## src/rtl/tls12ht_pkg.sv

```systemverilog
// shared types and constants of the tls 1.2 handshake tracker
package tls12ht_pkg;

  // request kinds
  typedef enum logic [1:0] {
    REQ_HS      = 2'd0,
    REQ_CCS     = 2'd1,
    REQ_RESTART = 2'd2
  } req_type_e;

  // handshake phases
  localparam logic [3:0] PH_INIT      = 4'd0;
  localparam logic [3:0] PH_CH_SENT   = 4'd1;
  localparam logic [3:0] PH_SH_RECV   = 4'd2;
  localparam logic [3:0] PH_CERT_RECV = 4'd3;
  localparam logic [3:0] PH_SKE_RECV  = 4'd4;
  localparam logic [3:0] PH_CR_RECV   = 4'd5;
  localparam logic [3:0] PH_SHD_RECV  = 4'd6;
  localparam logic [3:0] PH_CERT_SENT = 4'd7;
  localparam logic [3:0] PH_CV_SENT   = 4'd8;
  localparam logic [3:0] PH_CKE_SENT  = 4'd9;
  localparam logic [3:0] PH_CCS_SENT  = 4'd10;
  localparam logic [3:0] PH_FIN_SENT  = 4'd11;
  localparam logic [3:0] PH_CCS_RECV  = 4'd12;
  localparam logic [3:0] PH_FIN_RECV  = 4'd13;
  localparam logic [3:0] PH_COMPLETE  = 4'd14;
  localparam logic [3:0] PH_ERROR     = 4'd15;

  // rfc 5246 handshake type codes
  localparam logic [7:0] HS_CLIENT_HELLO = 8'd1;
  localparam logic [7:0] HS_SERVER_HELLO = 8'd2;
  localparam logic [7:0] HS_SESSION_TKT  = 8'd4;
  localparam logic [7:0] HS_CERTIFICATE  = 8'd11;
  localparam logic [7:0] HS_SERVER_KEX   = 8'd12;
  localparam logic [7:0] HS_CERT_REQUEST = 8'd13;
  localparam logic [7:0] HS_SERVER_DONE  = 8'd14;
  localparam logic [7:0] HS_CERT_VERIFY  = 8'd15;
  localparam logic [7:0] HS_CLIENT_KEX   = 8'd16;
  localparam logic [7:0] HS_FINISHED     = 8'd20;

  typedef struct packed {
    logic [1:0] req_type;
    logic       from_server;
    logic [7:0] handshake_code;
  } item_t;

  typedef struct packed {
    logic       valid;
    logic [3:0] phase;
    logic       legal_event;
  } step_t;

  typedef struct packed {
    logic [3:0] phase;
    logic       legal_event;
    logic       in_error;
    logic       done_res;
  } res_t;

endpackage

```

## src/rtl/tls12ht_if.sv

```systemverilog
// request and result channel interfaces of the handshake tracker
interface tls12ht_req_if;
  logic       valid;
  logic       ready;
  logic [1:0] req_type;
  logic       from_server;
  logic [7:0] handshake_code;

  modport source (output valid, req_type, from_server, handshake_code, input ready);
  modport sink (input valid, req_type, from_server, handshake_code, output ready);
endinterface

interface tls12ht_res_if;
  logic       valid;
  logic       ready;
  logic [3:0] phase;
  logic       legal_event;
  logic       in_error;
  logic       done_res;

  modport source (output valid, phase, legal_event, in_error, done_res, input ready);
  modport sink (input valid, phase, legal_event, in_error, done_res, output ready);
endinterface

```

## src/rtl/tls12ht_next.sv

```systemverilog
// next-phase lookup for one observed request
module tls12ht_next (
  input  logic [3:0]            phase_i,
  input  tls12ht_pkg::item_t    item_i,
  output logic [3:0]            phase_o,
  output logic                  legal_o
);

  // change cipher spec rule, returns {legal, next phase}
  function automatic logic [4:0] ccs_rule(input logic [3:0] ph, input logic srv);
    logic [3:0] nx;
    nx = tls12ht_pkg::PH_ERROR;
    if (ph == tls12ht_pkg::PH_FIN_SENT && srv) begin
      nx = tls12ht_pkg::PH_CCS_RECV;
    end else if (ph == tls12ht_pkg::PH_CKE_SENT && !srv) begin
      nx = tls12ht_pkg::PH_CCS_SENT;
    end else if (ph == tls12ht_pkg::PH_CCS_SENT && !srv) begin
      nx = tls12ht_pkg::PH_FIN_SENT;
    end else if (ph == tls12ht_pkg::PH_CCS_RECV && srv) begin
      nx = tls12ht_pkg::PH_FIN_RECV;
    end else if (ph == tls12ht_pkg::PH_FIN_RECV) begin
      nx = tls12ht_pkg::PH_COMPLETE;
    end
    return {nx != tls12ht_pkg::PH_ERROR, nx};
  endfunction

  logic [4:0] ccs_res;
  logic [3:0] hs_nx;
  logic       srv;
  logic [7:0] code;
  logic [3:0] ph;

  assign srv  = item_i.from_server;
  assign code = item_i.handshake_code;
  assign ph   = phase_i;

  assign ccs_res = ccs_rule(ph, srv);

  // plain handshake message table
  always_comb begin
    hs_nx = tls12ht_pkg::PH_ERROR;
    if (srv) begin
      if (ph == tls12ht_pkg::PH_CH_SENT && code == tls12ht_pkg::HS_SERVER_HELLO) begin
        hs_nx = tls12ht_pkg::PH_SH_RECV;
      end else if (ph == tls12ht_pkg::PH_SH_RECV && code == tls12ht_pkg::HS_CERTIFICATE) begin
        hs_nx = tls12ht_pkg::PH_CERT_RECV;
      end else if ((ph == tls12ht_pkg::PH_SH_RECV || ph == tls12ht_pkg::PH_CERT_RECV) &&
                   code == tls12ht_pkg::HS_SERVER_KEX) begin
        hs_nx = tls12ht_pkg::PH_SKE_RECV;
      end else if ((ph == tls12ht_pkg::PH_SH_RECV || ph == tls12ht_pkg::PH_CERT_RECV ||
                    ph == tls12ht_pkg::PH_SKE_RECV) &&
                   code == tls12ht_pkg::HS_CERT_REQUEST) begin
        hs_nx = tls12ht_pkg::PH_CR_RECV;
      end else if ((ph == tls12ht_pkg::PH_SH_RECV || ph == tls12ht_pkg::PH_CERT_RECV ||
                    ph == tls12ht_pkg::PH_SKE_RECV || ph == tls12ht_pkg::PH_CR_RECV) &&
                   code == tls12ht_pkg::HS_SERVER_DONE) begin
        hs_nx = tls12ht_pkg::PH_SHD_RECV;
      end else if (ph == tls12ht_pkg::PH_FIN_SENT && code == tls12ht_pkg::HS_FINISHED) begin
        hs_nx = tls12ht_pkg::PH_FIN_RECV;
      end else if (ph == tls12ht_pkg::PH_FIN_SENT && code == tls12ht_pkg::HS_SESSION_TKT) begin
        hs_nx = tls12ht_pkg::PH_FIN_SENT;
      end
    end else begin
      if (ph == tls12ht_pkg::PH_INIT && code == tls12ht_pkg::HS_CLIENT_HELLO) begin
        hs_nx = tls12ht_pkg::PH_CH_SENT;
      end else if (ph == tls12ht_pkg::PH_SHD_RECV && code == tls12ht_pkg::HS_CERTIFICATE) begin
        hs_nx = tls12ht_pkg::PH_CERT_SENT;
      end else if ((ph == tls12ht_pkg::PH_SHD_RECV || ph == tls12ht_pkg::PH_CERT_SENT ||
                    ph == tls12ht_pkg::PH_CV_SENT) &&
                   code == tls12ht_pkg::HS_CLIENT_KEX) begin
        hs_nx = tls12ht_pkg::PH_CKE_SENT;
      end else if (ph == tls12ht_pkg::PH_CERT_SENT && code == tls12ht_pkg::HS_CERT_VERIFY) begin
        hs_nx = tls12ht_pkg::PH_CV_SENT;
      end else if (ph == tls12ht_pkg::PH_CKE_SENT && code == tls12ht_pkg::HS_FINISHED) begin
        hs_nx = tls12ht_pkg::PH_FIN_SENT;
      end
    end
  end

  always_comb begin
    phase_o = ph;
    legal_o = 1'b0;
    case (item_i.req_type)
      tls12ht_pkg::REQ_HS: begin
        // encrypted finished goes through the ccs rule
        if ((ph == tls12ht_pkg::PH_CCS_SENT && !srv) ||
            (ph == tls12ht_pkg::PH_CCS_RECV && srv)) begin
          phase_o = ccs_res[3:0];
          legal_o = ccs_res[4];
        end else begin
          phase_o = hs_nx;
          legal_o = (hs_nx != tls12ht_pkg::PH_ERROR);
        end
      end
      tls12ht_pkg::REQ_CCS: begin
        phase_o = ccs_res[3:0];
        legal_o = ccs_res[4];
      end
      tls12ht_pkg::REQ_RESTART: begin
        phase_o = tls12ht_pkg::PH_INIT;
        legal_o = 1'b1;
      end
      default: begin
        phase_o = ph;
        legal_o = 1'b0;
      end
    endcase
  end

endmodule

```

## src/rtl/tls12ht_out_stage.sv

```systemverilog
// phase register and result register with output handshake
module tls12ht_out_stage (
  input  logic                clk_i,
  input  logic                rst_ni,
  input  tls12ht_pkg::step_t  step_i,
  output logic                step_ready_o,
  output logic [3:0]          phase_o,
  output logic                res_valid_o,
  input  logic                res_ready_i,
  output tls12ht_pkg::res_t   res_o
);

  logic              res_valid_q;
  logic [3:0]        phase_q;
  tls12ht_pkg::res_t res_q;
  logic              take;

  assign step_ready_o = !res_valid_q || res_ready_i;
  assign take         = step_i.valid && step_ready_o;

  always_ff @(posedge clk_i or negedge rst_ni) begin
    if (!rst_ni) begin
      res_valid_q <= 1'b0;
      phase_q     <= tls12ht_pkg::PH_INIT;
    end else begin
      if (take) begin
        res_valid_q <= 1'b1;
        phase_q     <= step_i.phase;
      end else if (res_ready_i) begin
        res_valid_q <= 1'b0;
      end
    end
  end

  always_ff @(posedge clk_i) begin
    if (take) begin
      res_q.phase       <= step_i.phase;
      res_q.legal_event <= step_i.legal_event;
      res_q.in_error    <= (step_i.phase == tls12ht_pkg::PH_ERROR);
      res_q.done_res    <= (step_i.phase == tls12ht_pkg::PH_COMPLETE);
    end
  end

  assign phase_o     = phase_q;
  assign res_valid_o = res_valid_q;
  assign res_o       = res_q;

endmodule

```

## src/rtl/tls12_handshake_tracker.sv

```systemverilog
// top level of the tls 1.2 handshake tracker
// passive monitor of one tls 1.2 handshake: each request on req_i is a
// handshake message (direction and rfc 5246 type byte), a change cipher spec
// record (direction) or a restart, and produces exactly one result on res_o
// with the new phase, whether the event was legal, an error flag and a
// complete flag. any illegal handshake or change cipher spec event parks
// the tracker in the sticky error phase, which only a restart leaves.
// throughput is one request per clock while res_o is not stalled. a
// request accepted into the input register moves on to the result
// register (input register, then result register) when the result stage
// can take it. the loop through the phase register and the next-phase
// table sets the rate. a result that waits on res_o stalls the table: the
// input register still takes one more request, then req_i.ready drops
// until res_o.ready returns.
module tls12_handshake_tracker (
  input  logic                 clk_i,
  input  logic                 rst_ni,
  tls12ht_req_if.sink          req_i,
  tls12ht_res_if.source        res_o
);

  // input register
  logic                in_valid_q;
  tls12ht_pkg::item_t  item_q;

  // lookup and result stage
  logic [3:0]          phase_cur;
  logic [3:0]          phase_nx;
  logic                legal_nx;
  logic                step_ready;
  tls12ht_pkg::step_t  step;
  tls12ht_pkg::res_t   res;

  // the input register frees up when its request moves to the result stage
  assign req_i.ready = !in_valid_q || step_ready;

  always_ff @(posedge clk_i or negedge rst_ni) begin
    if (!rst_ni) begin
      in_valid_q <= 1'b0;
    end else begin
      if (req_i.ready) begin
        in_valid_q <= req_i.valid;
      end
    end
  end

  always_ff @(posedge clk_i) begin
    if (req_i.ready && req_i.valid) begin
      item_q.req_type       <= req_i.req_type;
      item_q.from_server    <= req_i.from_server;
      item_q.handshake_code <= req_i.handshake_code;
    end
  end

  // phase transition table, evaluated against the live phase register
  tls12ht_next u_next (
    .phase_i (phase_cur),
    .item_i  (item_q),
    .phase_o (phase_nx),
    .legal_o (legal_nx)
  );

  assign step.valid       = in_valid_q;
  assign step.phase       = phase_nx;
  assign step.legal_event = legal_nx;

  tls12ht_out_stage u_out (
    .clk_i        (clk_i),
    .rst_ni       (rst_ni),
    .step_i       (step),
    .step_ready_o (step_ready),
    .phase_o      (phase_cur),
    .res_valid_o  (res_o.valid),
    .res_ready_i  (res_o.ready),
    .res_o        (res)
  );

  assign res_o.phase       = res.phase;
  assign res_o.legal_event = res.legal_event;
  assign res_o.in_error    = res.in_error;
  assign res_o.done_res    = res.done_res;

endmodule

```

## src/flat_wrapper.sv

```systemverilog
// flat-port wrapper written by rule: the top's interface ports become plain ports
module tls12_handshake_tracker_flat 
  (clk_i, rst_ni, req_i_valid, req_i_req_type, req_i_from_server, req_i_handshake_code, req_i_ready, res_o_valid, res_o_phase, res_o_legal_event, res_o_in_error, res_o_done_res, res_o_ready);
  tls12ht_req_if req_i_i ();
  tls12ht_res_if res_o_i ();
  input  logic clk_i;
  input  logic rst_ni;
  input wire logic [$bits(req_i_i.valid)-1:0] req_i_valid;
  input wire logic [$bits(req_i_i.req_type)-1:0] req_i_req_type;
  input wire logic [$bits(req_i_i.from_server)-1:0] req_i_from_server;
  input wire logic [$bits(req_i_i.handshake_code)-1:0] req_i_handshake_code;
  output wire logic [$bits(req_i_i.ready)-1:0] req_i_ready;
  output wire logic [$bits(res_o_i.valid)-1:0] res_o_valid;
  output wire logic [$bits(res_o_i.phase)-1:0] res_o_phase;
  output wire logic [$bits(res_o_i.legal_event)-1:0] res_o_legal_event;
  output wire logic [$bits(res_o_i.in_error)-1:0] res_o_in_error;
  output wire logic [$bits(res_o_i.done_res)-1:0] res_o_done_res;
  input wire logic [$bits(res_o_i.ready)-1:0] res_o_ready;
  assign req_i_i.valid = req_i_valid;
  assign req_i_i.req_type = req_i_req_type;
  assign req_i_i.from_server = req_i_from_server;
  assign req_i_i.handshake_code = req_i_handshake_code;
  assign req_i_ready = req_i_i.ready;
  assign res_o_valid = res_o_i.valid;
  assign res_o_phase = res_o_i.phase;
  assign res_o_legal_event = res_o_i.legal_event;
  assign res_o_in_error = res_o_i.in_error;
  assign res_o_done_res = res_o_i.done_res;
  assign res_o_i.ready = res_o_ready;
  tls12_handshake_tracker u_core (.clk_i(clk_i), .rst_ni(rst_ni), .req_i(req_i_i), .res_o(res_o_i));
endmodule
```

## config.mk

```make
export PLATFORM = sky130hd
export DESIGN_NAME = tls12_handshake_tracker_flat
export DESIGN_NICKNAME = d
export VERILOG_FILES = /design/src/rtl/tls12ht_pkg.sv /design/src/rtl/tls12ht_if.sv /design/src/rtl/tls12ht_next.sv /design/src/rtl/tls12ht_out_stage.sv /design/src/rtl/tls12_handshake_tracker.sv /design/src/flat_wrapper.sv
export SDC_FILE = /design/constraint.sdc
export NUM_CORES = 1
export LEC_CHECK = 0
export ABC_AREA = 0
export ABC_CLOCK_PERIOD_IN_PS = 2250
export BUFFER_PORTS_ARGS = -buffer_cell sky130_fd_sc_hd__buf_2
export CORE_UTILIZATION = 35
export DETAILED_ROUTE_END_ITERATION = 8
export GPL_TIMING_DRIVEN = 0
export SLEW_MARGIN = 20
export SYNTH_ARGS = -nofsm -noshare
export SYNTH_HDL_FRONTEND = slang
export SYNTH_HIERARCHICAL = 1
export SYNTH_SLANG_ARGS = --single-unit
```

## constraint.sdc

```tcl
create_clock -name clk_i -period 2.25 [get_ports clk_i]
set_input_delay 0.1125 -clock clk_i [delete_from_list [all_inputs] [get_ports clk_i]]
set_output_delay 0.1125 -clock clk_i [all_outputs]
set_load 0.03 [all_outputs]
```

After elaboration in Yosys (flattened, before gate mapping)
Index checks and enable logic that the tools add are counted.
{"block": "word_totals", "reg_bits": 24, "out_inout_bits": 9, "word_cells": 95}
{"block": "classes", "n_eq_ne": 29, "muxes": 24, "n_reduce_logical": 32}
{"cell": "$eq 8x4->1 const B", "n": 5}
{"cell": "$mux 4", "n": 9}
{"cell": "$eq 4x4->1 const B", "n": 8}
{"cell": "$mux 3", "n": 8}
{"cell": "$logic_and 1x1->1", "n": 18}
{"cell": "$eq 4x3->1 const B", "n": 4}
{"cell": "$eq 8x5->1 const B", "n": 2}
{"cell": "$pmux 4 s3", "n": 1}
{"cell": "$eq 4x2->1 const B", "n": 2}
{"cell": "$eq 8x1->1 const B", "n": 1}
{"cell": "$eq 8x2->1 const B", "n": 1}
{"cell": "$eq 8x3->1 const B", "n": 1}
{"cell": "$logic_or 1x1->1", "n": 8}
{"cell": "$ne 4x4->1 const B", "n": 2}
{"cell": "$eq 4x1->1 const B", "n": 1}
{"cell": "$logic_not 4->1", "n": 1}
{"cell": "$mux 1", "n": 4}
{"cell": "$logic_not 1->1", "n": 3}
{"cell": "$pmux 1 s3", "n": 1}
{"cell": "$eq 2x1->1 const B", "n": 1}
{"cell": "$eq 2x2->1 const B", "n": 1}
{"cell": "$logic_not 2->1", "n": 1}
{"cell": "$mux 2", "n": 1}
{"cell": "$reduce_bool 2->1", "n": 1}

Logic depth before layout (Yosys ltp)
{"block": "logic_depth", "depth_word": 14, "depth_mapped": 9}

Hierarchy
The synthesis kept the hierarchy.
{"module": "tls12ht_next", "n_inst": 1, "cells_per_inst": 95, "area_per_inst_um2": 608.1}
{"module": "tls12ht_out_stage", "n_inst": 1, "cells_per_inst": 24, "area_per_inst_um2": 447.9}
{"module": "tls12_handshake_tracker", "n_inst": 1, "cells_per_inst": 15, "area_per_inst_um2": 384.1}

Least setup slack after synthesis
No wires, ideal clock.
{"block": "synth_path", "kind": "register to register", "from": "reg u_core/item_q[7] (netlist name)", "to": "reg u_core.u_out.phase_q[1] (netlist: u_core/u_out/phase_o[1])", "arrival_ns": 1.766, "setup_slack_ns": 0.359, "stages_incl_launch_ff": 8, "cell_sequence": "edfxtp_1 > nor4_4 > and4_4 > a21oi_2 > a31o_1 > a21oi_2 > o31ai_2 > mux2_4"}
{"block": "synth_between", "elab_chain_len": 11, "elab_cells_between_ends": 32}
{"element": "from (decl)", "line": "tls12_handshake_tracker.sv:24", "source": "tls12ht_pkg::item_t item_q;"}
{"element": "$eq 8x5->1", "line": "tls12ht_next.sv:58", "source": "end else if (ph == tls12ht_pkg::PH_FIN_SENT && code == tls12ht_pkg::HS_FINISHED) begin"}
{"element": "$logic_and 1x1->1", "line": "tls12ht_next.sv:58"}
{"element": "$mux 3", "line": "tls12ht_next.sv:58"}
{"element": "$mux 4", "line": "tls12ht_next.sv:54", "source": "end else if ((ph == tls12ht_pkg::PH_SH_RECV || ph == tls12ht_pkg::PH_CERT_RECV ||"}
{"element": "$mux 4", "line": "tls12ht_next.sv:50", "source": "end else if ((ph == tls12ht_pkg::PH_SH_RECV || ph == tls12ht_pkg::PH_CERT_RECV ||"}
{"element": "$mux 4", "line": "tls12ht_next.sv:47", "source": "end else if ((ph == tls12ht_pkg::PH_SH_RECV || ph == tls12ht_pkg::PH_CERT_RECV) &&"}
{"element": "$mux 4", "line": "tls12ht_next.sv:45", "source": "end else if (ph == tls12ht_pkg::PH_SH_RECV && code == tls12ht_pkg::HS_CERTIFICATE) begin"}
{"element": "$mux 4", "line": "tls12ht_next.sv:43", "source": "if (ph == tls12ht_pkg::PH_CH_SENT && code == tls12ht_pkg::HS_SERVER_HELLO) begin"}
{"element": "$mux 4 *", "line": "tls12ht_next.sv:42", "source": "if (srv) begin"}
{"element": "$mux 4 *", "line": "tls12ht_next.sv:86", "source": "if ((ph == tls12ht_pkg::PH_CCS_SENT && !srv) ||"}
{"element": "$pmux 4 s3 *", "line": "tls12ht_next.sv:83", "source": "case (item_i.req_type)"}
{"element": "net u_core.phase_nx[1]", "line": "tls12_handshake_tracker.sv:28", "source": "logic [3:0] phase_nx;"}
{"element": "to (signal assigned)", "line": "tls12ht_out_stage.sv:24", "source": "phase_q <= tls12ht_pkg::PH_INIT;"}
{"element": "to (signal assigned)", "line": "tls12ht_out_stage.sv:28", "source": "phase_q <= step_i.phase;"}
{"element": "to (decl)", "line": "tls12ht_out_stage.sv:14", "source": "logic [3:0] phase_q;"}
The timed path passes the listed nets; every way through them passes the cells marked *.
A chain may end at the register's enable or synchronous reset.

Worst setup path after layout
{"block": "layout_path", "from": "reg u_core/item_q[4] (netlist name)", "to": "reg, netlist name u_core/u_out/res_o[0]"}
{"block": "layout_between", "elab_cells_between_ends": 38}
{"element": "$eq 8x4->1", "line": "tls12ht_next.sv:56", "source": "code == tls12ht_pkg::HS_SERVER_DONE) begin"}
{"element": "$logic_and 1x1->1", "line": "tls12ht_next.sv:55", "source": "ph == tls12ht_pkg::PH_SKE_RECV || ph == tls12ht_pkg::PH_CR_RECV) &&"}
{"element": "$mux 4", "line": "tls12ht_next.sv:54"}
{"element": "$mux 4", "line": "tls12ht_next.sv:50"}
{"element": "$mux 4", "line": "tls12ht_next.sv:47"}
{"element": "$mux 4", "line": "tls12ht_next.sv:45"}
{"element": "$mux 4", "line": "tls12ht_next.sv:43"}
{"element": "$mux 4 *", "line": "tls12ht_next.sv:42"}
{"element": "$mux 4 *", "line": "tls12ht_next.sv:86"}
{"element": "$pmux 4 s3 *", "line": "tls12ht_next.sv:83"}
{"element": "net u_core.phase_nx[3]", "line": "tls12_handshake_tracker.sv:28"}
{"element": "$eq 4x4->1 *", "line": "tls12ht_out_stage.sv:40", "source": "res_q.done_res <= (step_i.phase == tls12ht_pkg::PH_COMPLETE);"}
Marks and branches as above.

==> results_dict.tcl <==
set metrics [dict create \
    postSynthAreaPerCell_sq_um 10.7 \
    rr_startpoint "u_core/item_q[4]$_DFFE_PP_" \
    crit_cells 8 \
    antenna_found_initial 0 \
    slew_headroom_pct 71.4 \
    ios 24 \
    reg2reg_slack_ns 0.09 \
    final_core_util_pct 45.7 \
    path_max_fanout 4 \
    layout-drive-gt1-share_pct 38.7 \
    hpwl_mm 2.41 \
    cp_cell_sequence "nor4_4 -> nand2_1 -> nor4b_1 -> o22ai_1 -> nor2_1 -> a21oi_2 -> nand3_1 -> nor2_1" \
    dr.first_iter.drc_count 46 \
    grtUsageTotal_pct 16.2 \
    fillers 350 \
    hold_class "primary input to flip-flop" \
    endpoint_kind "flip-flop" \
    synth_top_family_by_area "simple AND/OR/NAND/NOR gates" \
    tns_ns 0 \
    synth_compound_area_share_pct 15.3 \
    r2r-end "u_core/u_out/res_o[0]$_DFFE_PP_" \
    cts_tree "done" \
    cp-start-kind "flip-flop" \
    slowest_delay_ns 0.50 \
    period_needed_ns 2.16 \
    die_h_um 66.1 \
    via_per_inst 5.77 \
    rows 22 \
    yosys-top-cells-area "edfxtp_1, dfrtp_1, mux2_4, nor2_1, nand2_1" \
    synth_nets 149 \
    initial_core_util_pct 37.9 \
    synth_xor_area_share_pct 0 \
    wl_per_cell_um 15.3 \
    clk_pin_slew_ns 0.08 \
    grt_max_degree 14 \
    ys_seq_area_share_pct 48.0 \
    finalHoldViolCount 0 \
    synth-adder-area-share_pct 0 \
    power_density_nw_per_um2 726 \
    timing.critical_path.max_delay_family "simple AND/OR/NAND/NOR gates" \
    max_cap_viol_count 0 \
    post-route-drc-count 0 \
    cts-root-buf "clkbuf_8" \
    vias 1218 \
    finalSetupViolCount 0 \
    wl_mm 3.24 \
    synth_top_cell_by_area "edfxtp_1" \
    startpoint "u_core/item_q[4]$_DFFE_PP_" \
    synth_top_area_share_pct 37.5 \
    synth_area_sq_um 1440 \
    cts_sinks 24 \
    first_pass_iters 4 \
    clock.fmax_ghz 0.462 \
    register_area_sq_um 692 \
    rr_worst_depth 8 \
    fin_nets 179 \
    grt_overflow_total 0 \
    path_buf_inv 0 \
    synth_mux_area_share_pct 4.87 \
    power_leakage_nw 0.665 \
    status "complete, no violations" \
    ant_nets 0 \
    power_w 0.00126 \
    ys_ff_latch 24 \
    cpMostUsedCell "nor2_1" \
    synth-simple-area-share_pct 27.5 \
    grt_pass1_vias 1147 \
    ir_worst_vdd_v 0.000350 \
    clock_tree.buffer_depth 2 \
    grt_pass1_wl_mm 5.35 \
    area_growth_pct 20.4 \
    clkLatencyLatePin_ns 0.26 \
    die-area_sq_um 4380 \
    crit_type "flip-flop to flip-flop" \
    clock_skew_ns 0.00229 \
    critPathCapture "u_core/u_out/res_o[0]$_DFFE_PP_" \
    crit_slowest_cell "edfxtp_1" \
    cp_data_arrival_time_ns 2.18 \
    worst_slew_pin_slew_ns 0.430 \
    syn_inst 134 \
    drv_slew 0 \
    period_share_pct 96.1 \
    holdPathStages 1 \
    port_buffers 23 \
    crit_required_ns 2.27 \
    diodes 0 \
    h-tree-depth 1 \
    synthDistinctLibCells 49 \
    coreArea_sq_um 3800 \
    yosys_warnings 6 \
    place_congestion 0.921 \
    multi_input_area_sq_um 738 \
    rsz0062_at_grt "no" \
    die_w_um 66.1 \
    numCtsBuffers 3 \
]
## layout make-up
cell class | count | share of cell area (%)
Multi-Input combinational cell | 96 | 42.6
Sequential cell | 24 | 39.9
Timing Repair Buffer | 25 | 7.65
Tap cell | 48 | 3.46
Clock buffer | 4 | 2.60
Buffer | 8 | 2.53
Inverter | 6 | 1.30
## kinds of logic (layout without fill, tap and decap cells)
kind of cell,Yosys count,count (layout)
buffers and inverters,14,43
muxes,5,5
DFF,24,24
and+or+nand+nor,63,63
AOI/OAI and AO/OA,28,28
## placed cells by master, fill, tap and decap left out, types with 3 or more instances in the layout
cell type,synthesis,routed
a21oi_2,2,3
a31oi_1,4,4
buf_2,5,27
clkbuf_8,0,3
dfrtp_1,6,5
edfxtp_1,18,18
inv_1,4,4
mux2_4,4,4
nand2_1,9,9
nand3_1,6,6
nand4_1,4,4
nor2_1,12,11
nor2b_1,3,3
nor3_1,6,5
o21ai_0,4,4
## worst reg2reg max path: stages, from the launching register on
cell,delay [ns]
edfxtp_1,0.50
nor4_4,0.35
nand2_1,0.18
nor4b_1,0.33
o22ai_1,0.17
nor2_1,0.15
a21oi_2,0.07
nand3_1,0.12
nor2_1,0.04
## state kept, by name, summed over array words and instances, names as in the netlist
name	cells
u_core/u_out/phase_o	4
u_core/item_q	11
u_core/in_valid_q	1
u_core/u_out/res_valid_o	1
u_core/u_out/res_o	7
## how the worst min path moves through the flow
stage / startpoint / endpoint
after floorplan: rst_ni / u_core/in_valid_q$_DFFE_PN0P_
after global placement: rst_ni / u_core/u_out/res_valid_o$_DFFE_PN0P_
after detailed placement: rst_ni / u_core/u_out/res_valid_o$_DFFE_PN0P_
after CTS: req_i_handshake_code[1] / u_core/item_q[1]$_DFFE_PP_
after global routing: req_i_handshake_code[3] / u_core/item_q[3]$_DFFE_PP_
final: req_i_handshake_code[6] / u_core/item_q[6]$_DFFE_PP_
## cells in the mapped netlist (all sizes together)
cell	n
and3	2
nor2b	3
a21oi	5
nand3b	1
dfrtp	6
or2b	1
inv	6
mux2i	1
nor4	4
and4	1
buf	6
nor2	12
or3	2
o311ai	1
a2bb2oi	1
nand4	4
o21bai	1
a211oi	1
o211a	1
o22ai	1
mux2	4
o211ai	2
nand2	10
clkbuf	2
nor4b	1
and4b	1
a31oi	4
a31o	1
o2111ai	3
edfxtp	18
nor4bb	1
nand3	6
nor3	6
and4bb	1
and2	1
o21ai	6
o31ai	1
nor3b	2
nand2b	4
## timing repair
item | CTS | global route
gates cloned | 0 | 0
buffers inserted | 0 | 1
hold endpoints to repair | 6 | 0
pin swaps | 0 | 3
hold buffers | 1 | 0
setup endpoints to repair | 1 | 4
gates resized for setup | 1 | 11
## per-layer routing
metal,vias up,global-route usage [%],part of all wire (%)
met5,-,0,0
met4,0,8.51,3.7
met3,16,4.66,5.8
met2,55,28.3,50
met1,579,17.7,41
li1,568,-,-
## metrics by stage
| step | setup slack, ns | area, sq um | cells | hold WS [ns] |
|---|---|---|---|---|
| detailed placement | 0.0210 | 1620 | 205 | -0.0547 |
| finish | 0.0874 | 1730 | 211 | 0.0202 |
| global placement | 0.0732 | 1620 | 205 | -0.0627 |
| floorplan | 0.359 | 1440 | 134 | -0.183 |
| global route | 0.0181 | 1730 | 211 | 0.00793 |
| CTS | 0.0571 | 1680 | 210 | 0.0141 |
## power breakdown
| part | switching [W] | internal, W | leakage (nW) |
|---|---|---|---|
| Combinational | 0.000259 | 0.000163 | 0.402 |
| Clock | 0.000129 | 0.000126 | 0.0228 |
| Sequential | 0.0000458 | 0.000535 | 0.241 |
No activity file was read; power rests on OpenSTA's default activity.
